===== config.mk =====
export PLATFORM = sky130hd
export DESIGN_NAME = led_strip_gradient_render_top
export DESIGN_NICKNAME = d
export VERILOG_FILES = /design/src/lsgr_pkg.sv /design/src/lsgr_div.sv /design/src/lsgr_dp.sv /design/src/lsgr_ctrl.sv /design/src/led_strip_gradient_render_top.sv
export SDC_FILE = /design/constraint.sdc
export NUM_CORES = 2
export LEC_CHECK = 0
export BUFFER_PORTS_ARGS = -buffer_cell sky130_fd_sc_hd__buf_2
export CAP_MARGIN = 10
export CORE_ASPECT_RATIO = 1.4
export CORE_MARGIN = 2
export CORE_UTILIZATION = 65
export DETAILED_ROUTE_END_ITERATION = 10
export HOLD_SLACK_MARGIN = 0.05
export PLACE_DENSITY_LB_ADDON = 0.3
export SYNTH_ARGS = -nofsm -noshare
export SYNTH_HDL_FRONTEND = slang
export SYNTH_SLANG_ARGS = --single-unit

===== constraint.sdc =====
create_clock -name clk_i -period 12.65 [get_ports clk_i]
set_input_delay 1.265 -clock clk_i [delete_from_list [all_inputs] [get_ports clk_i]]
set_output_delay 1.265 -clock clk_i [all_outputs]
set_load 0.01 [all_outputs]

===== src/lsgr_pkg.sv =====
// Shared types, constants and helper functions for the LED strip gradient renderer.
package lsgr_pkg;

  // Defaults for the top-level parameters
  localparam int LED_COUNT_DEF = 64;
  localparam int MAX_STOPS_DEF = 16;

  // Field widths fixed by the stream format
  localparam int PCT_W  = 7;
  localparam int CH_W   = 8;
  localparam int IDX_W  = 6;
  localparam int MIX_W  = 15;
  localparam int MUL_W  = 13;
  localparam int PROD_W = 28;

  // Full scale of a stop position and of the blend weight
  localparam logic [PCT_W-1:0] PCT_FULL = 7'd100;

  // x / 100 == (x * 5243) >> 19 for every x below 43690
  localparam logic [MUL_W-1:0] DIV100_MUL   = 13'd5243;
  localparam int               DIV100_SHIFT = 19;

  // One gradient stop, packed as it arrives on the input stream
  typedef struct packed {
    logic [CH_W-1:0]  blue;
    logic [CH_W-1:0]  green;
    logic [CH_W-1:0]  red;
    logic [PCT_W-1:0] pct;
  } stop_t;

  typedef enum logic [3:0] {
    ST_IDLE,
    ST_START,
    ST_RD_P,
    ST_RD_N,
    ST_SETUP,
    ST_DIV,
    ST_SWEEP,
    ST_NEXT,
    ST_DRAIN,
    ST_EMIT
  } state_e;

  // Commands from the controller to the datapath
  typedef struct packed {
    logic store;
    logic seg_init;
    logic rd_p;
    logic rd_n;
    logic setup;
    logic sweep;
    logic seg_next;
    logic emit_init;
    logic emit;
    logic finish;
  } cmd_t;

  // Status from the datapath to the controller
  typedef struct packed {
    logic count_zero;
    logic more_segs;
    logic div_done;
    logic sweep_done;
    logic emit_done;
  } stat_t;

  // Weighted sum of two channel values, weight t on the next one
  function automatic logic [MIX_W-1:0] mix(input logic [CH_W-1:0]  pc,
                                           input logic [CH_W-1:0]  nc,
                                           input logic [PCT_W-1:0] t);
    logic [MIX_W-1:0] lo;
    logic [MIX_W-1:0] hi;
    lo = MIX_W'(pc) * MIX_W'(PCT_FULL - t);
    hi = MIX_W'(nc) * MIX_W'(t);
    return lo + hi;
  endfunction

  // Truncating divide by 100 through a reciprocal multiply
  function automatic logic [CH_W-1:0] div100(input logic [MIX_W-1:0] x);
    logic [PROD_W-1:0] pr;
    pr = PROD_W'(x) * PROD_W'(DIV100_MUL);
    return pr[DIV100_SHIFT +: CH_W];
  endfunction

endpackage


===== src/lsgr_div.sv =====
// Iterative restoring divider, one quotient bit per cycle.
module lsgr_div #(
  parameter int W = 7
) (
  input  logic         clk_i,
  input  logic         rst_ni,
  input  logic         start_i,
  input  logic [W-1:0] dividend_i,
  input  logic [W-1:0] divisor_i,
  output logic         done_o,
  output logic [W-1:0] quot_o,
  output logic [W-1:0] rem_o
);

  localparam int CntW = $clog2(W);

  logic            busy_q;
  logic [CntW-1:0] cnt_q;
  logic [W-1:0]    dvd_q;
  logic [W-1:0]    dvs_q;
  logic [W-1:0]    rem_q;
  logic [W:0]      shifted;
  logic            ge;
  logic [W:0]      diff;

  // Shift in the next dividend bit and trial-subtract
  assign shifted = {rem_q, dvd_q[W-1]};
  assign ge      = shifted >= {1'b0, dvs_q};
  assign diff    = shifted - {1'b0, dvs_q};
  assign done_o  = busy_q && (cnt_q == CntW'(W - 1));
  assign quot_o  = dvd_q;
  assign rem_o   = rem_q;

  // Control: busy flag and bit counter
  always_ff @(posedge clk_i or negedge rst_ni) begin
    if (!rst_ni) begin
      busy_q <= 1'b0;
      cnt_q  <= '0;
    end else if (start_i) begin
      busy_q <= 1'b1;
      cnt_q  <= '0;
    end else if (busy_q) begin
      cnt_q <= cnt_q + CntW'(1);
      if (done_o) begin
        busy_q <= 1'b0;
      end
    end
  end

  // Datapath: quotient shifts into the dividend register
  always_ff @(posedge clk_i) begin
    if (start_i) begin
      dvd_q <= dividend_i;
      dvs_q <= divisor_i;
      rem_q <= '0;
    end else if (busy_q) begin
      dvd_q <= {dvd_q[W-2:0], ge};
      rem_q <= ge ? diff[W-1:0] : shifted[W-1:0];
    end
  end

endmodule


===== src/lsgr_dp.sv =====
// Datapath: stop store, segment setup, blend pipeline, pixel store and output register.
module lsgr_dp #(
  parameter int LedCount = lsgr_pkg::LED_COUNT_DEF,
  parameter int MaxStops = lsgr_pkg::MAX_STOPS_DEF
) (
  input  logic                        clk_i,
  input  logic                        rst_ni,
  input  lsgr_pkg::cmd_t              cmd_i,
  output lsgr_pkg::stat_t             stat_o,
  input  lsgr_pkg::stop_t             stop_i,
  input  logic                        m_ready_i,
  output logic                        m_valid_o,
  output logic [lsgr_pkg::IDX_W-1:0]  led_index_o,
  output logic [lsgr_pkg::CH_W-1:0]   led_red_o,
  output logic [lsgr_pkg::CH_W-1:0]   led_green_o,
  output logic [lsgr_pkg::CH_W-1:0]   led_blue_o,
  output logic                        last_led_o,
  output logic                        stops_dropped_o
);
  import lsgr_pkg::*;

  localparam int AW   = $clog2(MaxStops);
  localparam int CW   = $clog2(MaxStops + 1);
  localparam int IdxW = $clog2(LedCount);
  localparam int JW   = $clog2(LedCount + 1);
  localparam int PosN = int'(PCT_FULL) + 1;
  localparam int PxW  = 3 * CH_W;

  // Percent to LED position table, filled at elaboration
  function automatic logic [PosN*JW-1:0] build_pos_tab();
    logic [PosN*JW-1:0] tab;
    tab = '0;
    for (int i = 0; i < PosN; i++) begin
      tab[i*JW +: JW] = JW'(i * LedCount / 100);
    end
    return tab;
  endfunction

  localparam logic [PosN*JW-1:0] PosTab = build_pos_tab();

  function automatic logic [JW-1:0] pos_of(input logic [PCT_W-1:0] pct);
    return PosTab[int'(pct)*JW +: JW];
  endfunction

  // Stop store and bookkeeping
  stop_t           stop_mem [MaxStops];
  stop_t           rd_stop_q;
  stop_t           stop_sat;
  logic [CW-1:0]   count_q;
  logic            ovf_q;
  logic [CW-1:0]   k_q;
  logic [CW-1:0]   km1;
  logic [AW-1:0]   rd_addr;
  logic            room;

  // Segment registers
  stop_t           p_q;
  stop_t           n_q;
  logic [JW-1:0]   a_q;
  logic [JW-1:0]   b_q;
  logic [JW-1:0]   j_q;
  logic [JW-1:0]   end_q;
  logic [PCT_W:0]  t_q;
  logic [PCT_W-1:0] r_q;
  logic [JW-1:0]   a_new;
  logic [JW-1:0]   b_new;
  logic [JW-1:0]   ab_diff;
  logic            seg_first;
  logic            seg_last;

  // Divider results
  logic [PCT_W-1:0] q0;
  logic [PCT_W-1:0] r0;
  logic             div_done;

  // Sweep step
  logic             issue;
  logic             sweep_done;
  logic [PCT_W-1:0] t_eff;
  logic [PCT_W:0]   r_sum;
  logic             carry;
  logic [PCT_W:0]   d_ext;

  // Blend pipeline
  logic             mix_valid_q;
  logic [IdxW-1:0]  mix_idx_q;
  logic [MIX_W-1:0] mix_r_q;
  logic [MIX_W-1:0] mix_g_q;
  logic [MIX_W-1:0] mix_b_q;

  // Pixel store
  logic [PxW-1:0]      px_mem [LedCount];
  logic [LedCount-1:0] px_ok_q;
  logic [PxW-1:0]      rd_px_q;
  logic                rd_ok_q;

  // Output side
  logic [JW-1:0]   e_idx_q;
  logic            out_valid_q;
  logic [IdxW-1:0] out_idx_q;
  logic            e_issue;
  logic            e_more;
  logic [CW:0]     k_plus;

  // Saturate the position before it is stored
  always_comb begin
    stop_sat = stop_i;
    if (stop_i.pct > PCT_FULL) begin
      stop_sat.pct = PCT_FULL;
    end
  end

  assign room = count_q < CW'(MaxStops);
  assign km1  = k_q - CW'(1);

  // Previous stop at k-1, next stop at k (or stop 0 alone)
  always_comb begin
    if (cmd_i.rd_p) begin
      rd_addr = km1[AW-1:0];
    end else if (count_q == CW'(1)) begin
      rd_addr = '0;
    end else begin
      rd_addr = k_q[AW-1:0];
    end
  end

  // Stop store: write on accept while there is room, registered read
  always_ff @(posedge clk_i) begin
    if (cmd_i.store && room) begin
      stop_mem[count_q[AW-1:0]] <= stop_sat;
    end
    if (cmd_i.rd_p || cmd_i.rd_n) begin
      rd_stop_q <= stop_mem[rd_addr];
    end
  end

  // Stop count, overflow flag and segment number
  always_ff @(posedge clk_i or negedge rst_ni) begin
    if (!rst_ni) begin
      count_q <= '0;
      ovf_q   <= 1'b0;
      k_q     <= '0;
    end else begin
      if (cmd_i.store) begin
        if (room) begin
          count_q <= count_q + CW'(1);
        end else begin
          ovf_q <= 1'b1;
        end
      end
      if (cmd_i.finish) begin
        count_q <= '0;
        ovf_q   <= 1'b0;
      end
      if (cmd_i.seg_init) begin
        k_q <= CW'(1);
      end else if (cmd_i.seg_next) begin
        k_q <= k_q + CW'(1);
      end
    end
  end

  // Segment setup: LED span, fill bounds, divisor
  assign a_new     = pos_of(p_q.pct);
  assign b_new     = pos_of(rd_stop_q.pct);
  assign ab_diff   = b_new - a_new;
  assign seg_first = k_q == CW'(1);
  assign seg_last  = (count_q == CW'(1)) || (k_q == km1 + CW'(1) && k_q == count_q - CW'(1));

  always_ff @(posedge clk_i) begin
    if (cmd_i.rd_n) begin
      p_q <= rd_stop_q;
    end
    if (cmd_i.setup) begin
      n_q   <= rd_stop_q;
      a_q   <= a_new;
      b_q   <= b_new;
      j_q   <= seg_first ? '0 : a_new;
      end_q <= seg_last ? JW'(LedCount) : ((b_new > a_new) ? b_new : a_new);
      t_q   <= '0;
      r_q   <= '0;
    end else if (issue) begin
      j_q <= j_q + JW'(1);
      if (j_q >= a_q && j_q < b_q) begin
        t_q <= t_q + (PCT_W + 1)'(q0) + (PCT_W + 1)'(carry);
        r_q <= carry ? PCT_W'(r_sum - d_ext) : r_sum[PCT_W-1:0];
      end
    end
  end

  // Step size 100 / (b - a) per segment
  lsgr_div #(
    .W (PCT_W)
  ) u_div (
    .clk_i      (clk_i),
    .rst_ni     (rst_ni),
    .start_i    (cmd_i.setup),
    .dividend_i (PCT_FULL),
    .divisor_i  (PCT_W'(ab_diff)),
    .done_o     (div_done),
    .quot_o     (q0),
    .rem_o      (r0)
  );

  // Blend weight for the current LED
  assign sweep_done = j_q >= end_q;
  assign issue      = cmd_i.sweep && !sweep_done;
  assign d_ext      = (PCT_W + 1)'(b_q - a_q);
  assign r_sum      = (PCT_W + 1)'(r_q) + (PCT_W + 1)'(r0);
  assign carry      = r_sum >= d_ext;

  always_comb begin
    if (j_q < a_q) begin
      t_eff = '0;
    end else if (j_q < b_q) begin
      t_eff = t_q[PCT_W-1:0];
    end else begin
      t_eff = PCT_FULL;
    end
  end

  // Blend stage: weighted sums per channel
  always_ff @(posedge clk_i or negedge rst_ni) begin
    if (!rst_ni) begin
      mix_valid_q <= 1'b0;
    end else begin
      mix_valid_q <= issue;
    end
  end

  always_ff @(posedge clk_i) begin
    if (issue) begin
      mix_idx_q <= j_q[IdxW-1:0];
      mix_r_q   <= mix(p_q.red,   n_q.red,   t_eff);
      mix_g_q   <= mix(p_q.green, n_q.green, t_eff);
      mix_b_q   <= mix(p_q.blue,  n_q.blue,  t_eff);
    end
  end

  // Pixel store: write divided blend, registered read for output
  always_ff @(posedge clk_i) begin
    if (mix_valid_q) begin
      px_mem[mix_idx_q] <= {div100(mix_b_q), div100(mix_g_q), div100(mix_r_q)};
    end
    if (e_issue) begin
      rd_px_q <= px_mem[e_idx_q[IdxW-1:0]];
      rd_ok_q <= px_ok_q[e_idx_q[IdxW-1:0]];
    end
  end

  // Written flags: unwritten pixels read as black
  always_ff @(posedge clk_i or negedge rst_ni) begin
    if (!rst_ni) begin
      px_ok_q <= '0;
    end else if (mix_valid_q) begin
      px_ok_q[mix_idx_q] <= 1'b1;
    end
  end

  // Output register: one LED per cycle while the sink keeps up
  assign e_more  = e_idx_q < JW'(LedCount);
  assign e_issue = cmd_i.emit && e_more && (!out_valid_q || m_ready_i);

  always_ff @(posedge clk_i or negedge rst_ni) begin
    if (!rst_ni) begin
      e_idx_q     <= '0;
      out_valid_q <= 1'b0;
      out_idx_q   <= '0;
    end else begin
      if (cmd_i.emit_init) begin
        e_idx_q <= '0;
      end else if (e_issue) begin
        e_idx_q <= e_idx_q + JW'(1);
      end
      if (e_issue) begin
        out_valid_q <= 1'b1;
        out_idx_q   <= e_idx_q[IdxW-1:0];
      end else if (m_ready_i) begin
        out_valid_q <= 1'b0;
      end
    end
  end

  assign m_valid_o       = out_valid_q;
  assign led_index_o     = IDX_W'(out_idx_q);
  assign led_red_o       = rd_ok_q ? rd_px_q[0*CH_W +: CH_W] : '0;
  assign led_green_o     = rd_ok_q ? rd_px_q[1*CH_W +: CH_W] : '0;
  assign led_blue_o      = rd_ok_q ? rd_px_q[2*CH_W +: CH_W] : '0;
  assign last_led_o      = out_idx_q == IdxW'(LedCount - 1);
  assign stops_dropped_o = ovf_q;

  // Status back to the controller
  assign k_plus            = (CW + 1)'(k_q) + (CW + 1)'(1);
  assign stat_o.count_zero = count_q == '0;
  assign stat_o.more_segs  = k_plus < (CW + 1)'(count_q);
  assign stat_o.div_done   = div_done;
  assign stat_o.sweep_done = sweep_done;
  assign stat_o.emit_done  = !e_more && !out_valid_q;

endmodule


===== src/lsgr_ctrl.sv =====
// Controller state machine: collects stops, sequences segments and the output run.
module lsgr_ctrl (
  input  logic            clk_i,
  input  logic            rst_ni,
  input  logic            s_valid_i,
  input  logic            s_final_i,
  output logic            s_ready_o,
  input  lsgr_pkg::stat_t stat_i,
  output lsgr_pkg::cmd_t  cmd_o
);
  import lsgr_pkg::*;

  state_e state_q;
  state_e state_d;
  logic   accept;

  assign s_ready_o = state_q == ST_IDLE;
  assign accept    = s_valid_i && s_ready_o;

  // Advance state
  always_ff @(posedge clk_i or negedge rst_ni) begin
    if (!rst_ni) begin
      state_q <= ST_IDLE;
    end else begin
      state_q <= state_d;
    end
  end

  // Next state
  always_comb begin
    state_d = state_q;
    unique case (state_q)
      ST_IDLE: begin
        if (accept && s_final_i) begin
          state_d = ST_START;
        end
      end
      ST_START: begin
        state_d = stat_i.count_zero ? ST_DRAIN : ST_RD_P;
      end
      ST_RD_P:  state_d = ST_RD_N;
      ST_RD_N:  state_d = ST_SETUP;
      ST_SETUP: state_d = ST_DIV;
      ST_DIV: begin
        if (stat_i.div_done) begin
          state_d = ST_SWEEP;
        end
      end
      ST_SWEEP: begin
        if (stat_i.sweep_done) begin
          state_d = ST_NEXT;
        end
      end
      ST_NEXT: begin
        state_d = stat_i.more_segs ? ST_RD_P : ST_DRAIN;
      end
      ST_DRAIN: state_d = ST_EMIT;
      ST_EMIT: begin
        if (stat_i.emit_done) begin
          state_d = ST_IDLE;
        end
      end
      default: state_d = ST_IDLE;
    endcase
  end

  // Commands to the datapath
  always_comb begin
    cmd_o       = '0;
    cmd_o.store = accept;
    unique case (state_q)
      ST_IDLE:  ;
      ST_START: cmd_o.seg_init = !stat_i.count_zero;
      ST_RD_P:  cmd_o.rd_p = 1'b1;
      ST_RD_N:  cmd_o.rd_n = 1'b1;
      ST_SETUP: cmd_o.setup = 1'b1;
      ST_DIV:   ;
      ST_SWEEP: cmd_o.sweep = 1'b1;
      ST_NEXT:  cmd_o.seg_next = stat_i.more_segs;
      ST_DRAIN: cmd_o.emit_init = 1'b1;
      ST_EMIT: begin
        cmd_o.emit   = 1'b1;
        cmd_o.finish = stat_i.emit_done;
      end
      default: ;
    endcase
  end

endmodule


===== src/led_strip_gradient_render_top.sv =====
// Top level of the LED strip gradient renderer: stream ports, controller and datapath.
// A stop that is not final is taken while ready is high, produces no item, and ready stays high.
// A final stop renders segment by segment: for each stop pair, two stop reads, setup,
// a divider run for the step size, a sweep over the segment's LEDs, and the next segment.
// Then LedCount output items follow at one per cycle while the sink keeps up, set by the single pixel store read port.
// Reset (asynchronous, active low) empties the stop store; per-LED flags make every pixel black.
module led_strip_gradient_render_top #(
  parameter int LedCount = lsgr_pkg::LED_COUNT_DEF,
  parameter int MaxStops = lsgr_pkg::MAX_STOPS_DEF
) (
  input  logic        clk_i,
  input  logic        rst_ni,
  input  logic        s_axis_tvalid,
  output logic        s_axis_tready,
  input  logic [31:0] s_axis_tdata,   // stop_percent, stop_red, stop_green, stop_blue, zero pad
  input  logic        s_axis_tlast,   // final_stop
  output logic        m_axis_tvalid,
  input  logic        m_axis_tready,
  output logic [31:0] m_axis_tdata,   // led_index, led_red, led_green, led_blue, zero pad
  output logic        m_axis_tlast,   // last_led
  output logic        m_axis_tuser    // stops_dropped
);
  import lsgr_pkg::*;

  cmd_t              cmd;
  stat_t             stat;
  logic [IDX_W-1:0]  led_index;
  logic [CH_W-1:0]   led_red;
  logic [CH_W-1:0]   led_green;
  logic [CH_W-1:0]   led_blue;

  lsgr_ctrl u_ctrl (
    .clk_i     (clk_i),
    .rst_ni    (rst_ni),
    .s_valid_i (s_axis_tvalid),
    .s_final_i (s_axis_tlast),
    .s_ready_o (s_axis_tready),
    .stat_i    (stat),
    .cmd_o     (cmd)
  );

  lsgr_dp #(
    .LedCount (LedCount),
    .MaxStops (MaxStops)
  ) u_dp (
    .clk_i           (clk_i),
    .rst_ni          (rst_ni),
    .cmd_i           (cmd),
    .stat_o          (stat),
    .stop_i          (stop_t'(s_axis_tdata[30:0])),
    .m_ready_i       (m_axis_tready),
    .m_valid_o       (m_axis_tvalid),
    .led_index_o     (led_index),
    .led_red_o       (led_red),
    .led_green_o     (led_green),
    .led_blue_o      (led_blue),
    .last_led_o      (m_axis_tlast),
    .stops_dropped_o (m_axis_tuser)
  );

  // Pack the output item
  assign m_axis_tdata = {2'b00, led_blue, led_green, led_red, led_index};

`ifndef SYNTHESIS
  // Never take stops while a rendered run is being delivered
  assert property (@(posedge clk_i) disable iff (!rst_ni)
    !(m_axis_tvalid && s_axis_tready))
    else $error("input ready while output item pending");

  // A final stop closes the input until its run is out
  assert property (@(posedge clk_i) disable iff (!rst_ni)
    s_axis_tvalid && s_axis_tready && s_axis_tlast |=> !s_axis_tready)
    else $error("input still ready after final stop");

  // Once the last LED is taken, the block is ready for stops again
  assert property (@(posedge clk_i) disable iff (!rst_ni)
    m_axis_tvalid && m_axis_tready && m_axis_tlast |-> ##2 s_axis_tready)
    else $error("input not reopened after last LED");
`endif

endmodule

# ---- After elaboration in Yosys (flattened, before gate mapping)
# Memories as Yosys holds them, arrays and structs flattened. A register that Yosys moved wholly into a read port is not among the register bits.
# Index checks and enable logic that the tools add are counted.
dict set report classes {
  n_addsub 20
  mul 11
  n_lt_le_gt_ge 14
  n_eq_ne 20
  n_shift 2
  mux 54
  n_bitwise 1
  reduce_logical 31
}
# operator n
set ops {}
lappend ops {{indexed part select 707 x 32 -> 7 bit (first input constant)} 2}
lappend ops {{multiplier 15 x 13 -> 27 bit (second input constant)} 3}
lappend ops {{2-to-1 mux 7 bit} 11}
lappend ops {{OR 64 bit} 1}
lappend ops {{adder 15 bit} 3}
lappend ops {{multiplier 8 x 15 -> 15 bit} 3}
lappend ops {{multiplier 8 x 7 -> 15 bit} 3}
lappend ops {{one-hot mux 4 bit (10 select lines)} 1}
lappend ops {{2-to-1 mux 4 bit} 8}
lappend ops {{2-to-1 mux 5 bit} 5}
lappend ops {{2-to-1 mux 8 bit} 3}
lappend ops {{2-to-1 mux 1 bit} 21}
lappend ops {{subtractor 7 bit} 3}
lappend ops {{multiplier 7 x 3 -> 10 bit (second input constant)} 2}
lappend ops {{equality test 4 x 3 -> 1 bit (second input constant)} 4}
lappend ops {{adder 5 x 1 -> 5 bit (second input constant)} 3}
lappend ops {{adder 7 x 1 -> 7 bit (second input constant)} 2}
lappend ops {{greater-or-equal comparator 7 bit} 2}
lappend ops {{less-than comparator 6 x 7 -> 1 bit (second input constant)} 2}
lappend ops {{less-than comparator 7 bit} 2}
lappend ops {{nonzero test 2 bit} 7}
lappend ops {{logical AND 1 bit} 11}
lappend ops {{equality test 5 x 1 -> 1 bit (second input constant)} 2}
lappend ops {{equality test 5 bit} 2}
lappend ops {{other kinds (33)} 47}
dict set report word_totals {
  regBits 269
  mem_bits_rw 2032
  input_bits 37
  output_inout_bits 36
  wordCells 187
  n_memories 2
}
# name words word_bits rd rd_ports_with_merged_regs write_ports line_no
set mem_list {}
lappend mem_list {u_dp.px_mem 64 24 1 1 1 lsgr_dp.sv:92} ;# logic [PxW-1:0] px_mem [LedCount];
lappend mem_list {u_dp.stop_mem 16 31 1 1 1 lsgr_dp.sv:46} ;# stop_t stop_mem [MaxStops];

# ---- Longest topological paths before layout
dict set report depth {
  depth_word 8
  mapped_depth 36
}

# ---- Modules after synthesis
# Synthesis repeated with hierarchy kept, for this count alone.
dict set report unflattened {
  cells_unflattened 7387
  area_unflattened_um2 116949.7
}
# mod instances cells_each area_each_um2 seq_area_each_um2
set modules_own_cells {}
lappend modules_own_cells {lsgr_dp 1 7189 115009.1 69256.4}
lappend modules_own_cells {lsgr_div 1 147 1541.5 660.6}
lappend modules_own_cells {lsgr_ctrl 1 48 380.4 100.1}
lappend modules_own_cells {led_strip_gradient_render_top 1 3 18.8 0.0}

# ---- Worst setup path before layout
# OpenSTA, ideal clock, no wires.
dict set report synth_path {
  path_type {register -> register}
  startpoint {register u_dp.j_q[5]}
  endpoint {register u_dp.mix_r_q[13], data pin}
  t_arrival_ns 8.071
  setup_slack_ns 4.316
  path_stages_with_launch 36
  n_path_buf 3
  period_less_slack_ns 8.334
  cell_sequence {edfxtp_1 ha_1 a21o_1 a21o_1 a41o_1 buf_2 nor2_1 and2_1 clkbuf_1 inv_1 ha_1 nor2b_1 a21oi_1 o22a_1 a21oi_1 clkbuf_1 and2_1 fa_1 inv_1 fa_1 fa_1 inv_1 fa_1 inv_1 fa_1 fa_1 inv_1 ha_1 nor2b_1 o21ai_0 nand2b_1 a21o_1 a21o_1 a31oi_1 mux2i_1 nand3_1}
}
dict set report synth_via {
  elab_chain_len 6
  elab_cells_between_ends 8
  classes_between {add/sub: 2; mul: 2; order compare: 2; mux: 2}
}
# element line_no
set synth_lines {}
lappend synth_lines {{start: declaration} lsgr_dp.sv:61} ;# logic [JW-1:0] j_q;
lappend synth_lines {{start signal: assignment} lsgr_dp.sv:178} ;# j_q <= seg_first ? '0 : a_new;
lappend synth_lines {{start signal: assignment} lsgr_dp.sv:183} ;# j_q <= j_q + JW'(1);
lappend synth_lines {{less-than comparator 7 bit} lsgr_dp.sv:215} ;# end else if (j_q < b_q) begin
lappend synth_lines {{2-to-1 mux 7 bit} lsgr_dp.sv:215}
lappend synth_lines {{2-to-1 mux 7 bit *} lsgr_dp.sv:213} ;# if (j_q < a_q) begin
lappend synth_lines {{subtractor 7 x 7 -> 8 bit} lsgr_pkg.sv:73} ;# lo = MIX_W'(pc) * MIX_W'(PCT_FULL - t);
lappend synth_lines {{multiplier 8 x 15 -> 15 bit} lsgr_pkg.sv:73}
lappend synth_lines {{adder 15 bit *} lsgr_pkg.sv:75} ;# return lo + hi;
lappend synth_lines {{end signal: assignment} lsgr_dp.sv:234} ;# mix_r_q <= mix(p_q.red, n_q.red, t_eff);
lappend synth_lines {{end: declaration} lsgr_dp.sv:87} ;# logic [MIX_W-1:0] mix_r_q;
# Every way passes the cells marked *; elsewhere a longest branch is shown, timed or not.
# A chain may end at the register's enable or synchronous reset.

# ---- Worst setup path in the final report
dict set report layout_path {
  startpoint {register u_dp.j_q[5]}
  endpoint {register u_dp.mix_g_q[13], data pin}
}
dict set report layout_via {
  elab_chain_len 6
  elab_cells_between_ends 8
  classes_between {add/sub: 2; mul: 2; order compare: 2; mux: 2}
}
# element line_no
set layout_lines {}
lappend layout_lines {{less-than comparator 7 bit} lsgr_dp.sv:215}
lappend layout_lines {{2-to-1 mux 7 bit} lsgr_dp.sv:215}
lappend layout_lines {{2-to-1 mux 7 bit *} lsgr_dp.sv:213}
lappend layout_lines {{subtractor 7 x 7 -> 8 bit} lsgr_pkg.sv:73}
lappend layout_lines {{multiplier 8 x 15 -> 15 bit} lsgr_pkg.sv:73}
lappend layout_lines {{adder 15 bit *} lsgr_pkg.sv:75}
lappend layout_lines {{end signal: assignment} lsgr_dp.sv:235} ;# mix_g_q <= mix(p_q.green, n_q.green, t_eff);
lappend layout_lines {{end: declaration} lsgr_dp.sv:88} ;# logic [MIX_W-1:0] mix_g_q;
# Marked as above.

==> key figures <==
Clock tree
  • Post-CTS Hold Buffers: 0
  • # H-tree levels: 4
  • CTS tree: yes
  • Worst-Skew Late Latency: 900 ps
  • Clk slew on worst S/H paths: 70 ps
  • CTS Buffer Depth: 3
  • CTS-repair resized insts: 0
  • Total setup buffers inserted after CTS: 0
  • Clock net sink count: 2355
  • Root Buffer Master: clkbuf_16
  • CTS Buf Count: 204

Placement
  • GP Congestion: 0.839
  • DP HPWL: 170000 microns
  • Inst Count DP: 9587
  • Buffers on Ports: 69

Timing
  • Tmin final: 10230 ps
  • TNS Setup: 0 ps
  • Slew Viols, Final: 0
  • Final period utilization: 80.8%
  • Final setup vio count: 0
  • Final Skew: 120 ps
  • Worst-Margin Slew: 1230 ps
  • Peak Freq: 97.8 MHz
  • Rel. slew slack: 17.8%
  • RSZ-0062 raised after global routing: false
  • Hold Violations, Final: 0

Route
  • Met1 WL: 100000 microns
  • Routed wl met2: 154000 microns
  • Vias per cell: 6.75
  • Via count: 67400
  • WL per Instance: 30.7 microns
  • WL met3: 30900 microns
  • Top sig layer: met5
  • DRC viols: 0
  • WL final: 306000 microns
  • First DRT Iteration DRCs: 8900
  • Detailed Routing Iterations Pass 1: 6
  • Remaining antenna violation count: 0

Floorplan
  • CORE AREA: 0.178 sq mm
  • IO Pins: 73
  • Starting Density: 65.5%
  • Die area: 0.183 sq mm
  • Die Width: 362 microns
  • Die Ht: 505 microns
  • Rows: 183

Global routing
  • GRT Util Overall: 34.1%
  • Pin count of the biggest net entering global routing: 158
  • First-pass GRT wire length: 453000 microns
  • Vias in the first global route: 69500
  • Grt total ovfl: 0
  • Initial antenna violation count: 29

Yosys
  • Ys async rst share: 4.16%
  • Top post-synthesis cells by area: edfxtp_1, mux4_2, fa_1
  • Netlist Area Pre-Place: 0.117 sq mm
  • Most common cell in the netlist: edfxtp_1
  • Synth cell types: 79
  • Compound-Gate Fraction of Synth Area: 3.44%
  • Post-synth EDFFs: 2229
  • Synthesized instance count: 7376
  • Count of state elements after synthesis: 2355
  • Yosys warns: 0
  • Yosys top cell by area: edfxtp_1
  • Post-synth top area share: 57.4%
  • Mux contribution to synthesized area: 10.7%
  • Sequential area share after synthesis: 60.0%
  • Largest family of logic cells by synthesized area: adder cells
  • Post-Synth XOR/XNOR Area: 1.15%
  • Most frequent cells after synthesis: edfxtp_1, inv_1, nand2_1, ha_1, mux4_2
  • Post-synthesis simple-gate area fraction: 6.18%
  • Post-Synth Adder-Cell Area: 14.7%
  • Main synth FF type: edfxtp_1
  • Syn_area_per_cell: 15.8 sq um

Layout
  • Layout area overhead: 9.12%
  • Final nets: 8578
  • Share of cells above drive strength 1: 16.7%
  • FILL cells: 10200
  • Non-filler cells, final: 9979

Critical path
  • Crit-path max FO: 36
  • Critical path type: reg -> reg
  • WP data required: 13150 ps
  • Slowest stage cell on the critical path: xor2_1
  • Slowest stage delay, CP: 820 ps
  • Crit path DAT: 10730 ps
  • Worst Setup Start Kind: flop
  • CP endpoint kind: flop
  • Register-to-Register Path Depth: 32
  • Cell repeated most along the worst path: fa_1

Job
  • Max Cap Violations: 0

Worst hold path
  • Hold Path Class: reg -> reg
  • Hold path depth: 0

Outcome
  • Outcome: finished clean
metrics by stage:
| stage | util (%) | hold slack (ps) | setup slack, ps | instance area (sq um) |
|---|---|---|---|---|
| 2_1_floorplan | - | 421 | 4320 | 117000 |
| 3_3_place_gp | 67.6 | 425 | 3110 | 120000 |
| 3_5_place_dp | 67.6 | 431 | 2940 | 120000 |
| 4_1_cts | 71.5 | 430 | 2660 | 127000 |
| 5_1_grt | 71.5 | 448 | 2020 | 127000 |
| 6_report | 71.5 | 445 | 2420 | 127000 |
cell families (layout without fill, tap and decap cells):
| family | count (synthesis) | after routing |
|---|---|---|
| flops | 2355 | 2355 |
| simple gates | 1488 | 1488 |
| buf+inv | 1134 | 1413 |
| fa+ha+maj | 1059 | 1059 |
| compound gates | 608 | 608 |
| mux | 578 | 578 |
| xor+xnor | 153 | 153 |
| other cells | 1 | 13 |
routing by layer:
layer  global-route usage [%]  vias up
met4                     19.3       16
met5                        0        -
met1                     42.0    34200
met3                     6.35     1188
li1                         -    27200
met2                     57.3     4780
flip-flops by register name, summed over array words and instances (netlist names), 15 cells and up:
| signal | flops |
|---|---|
| u_dp.n_q | 24 |
| u_dp.mix_b_q | 15 |
| u_dp.p_q | 31 |
| u_dp.px_ok_q | 64 |
| u_dp.mix_r_q | 15 |
| u_dp.px_mem | 1536 |
| u_dp.stop_mem | 496 |
| u_dp.rd_px_q | 24 |
| u_dp.rd_stop_q | 31 |
| u_dp.mix_g_q | 15 |
cell usage in the layout (no fill, tap or decap), drive strengths merged, types with 112 or more instances in the layout:
master / Yosys / final
xnor2: 112 / 112
buf: 135 / 213
mux4: 531 / 531
edfxtp: 2229 / 2229
nand2: 607 / 607
ha: 548 / 548
nor2: 200 / 200
clkbuf: 179 / 241
inv: 820 / 829
and3: 117 / 117
fa: 511 / 511
and2: 241 / 241
o21ai: 121 / 121
worst max-delay path, delay by kind of cell, from the launching register on:
kind                     cells  cell delay (ps)
flip-flops                   1              510
XOR/XNOR                     1              820
adder cells (fa/ha/maj)      9             3790
AO/OA/AOI/OAI                8             1970
multiplexers                 1              230
buffers and inverters        5              410
AND/OR/NAND/NOR              8             2130
layout make-up:
type	count	area, sq um	share of cell area [%]
flip-flops and latches	2355	70000	55.0
inverters	820	3080	2.42
well taps	2312	2890	2.27
diodes	11	27.5	0.0216
clock inverters	139	1630	1.28
multi-input cells	3888	42800	33.7
clock buffers	241	5300	4.16
repair buffers	213	1470	1.16
worst paths after layout:
check / from / slack (ps) / to
max reg2reg: u_dp.j_q[5]$_DFFE_PP_ / 2420 / u_dp.mix_g_q[13]$_DFFE_PP_
min: u_dp.rd_stop_q[10]$_DFFE_PP_ / 440 / u_dp.p_q[10]$_DFFE_PP_
min reg2reg: u_dp.rd_stop_q[10]$_DFFE_PP_ / 440 / u_dp.p_q[10]$_DFFE_PP_
max in group asynchronous: rst_ni / 10770 / u_dp.e_idx_q[2]$_DFFE_PN0P_
max: u_dp.j_q[5]$_DFFE_PP_ / 2420 / u_dp.mix_g_q[13]$_DFFE_PP_
min in group asynchronous: rst_ni / 470 / u_dp.led_index_o[1]$_DFFE_PN0P_
Power is left out: the tool's default activity adds up to more than one toggle a clock period on the data nets, which glitch-free logic cannot reach.
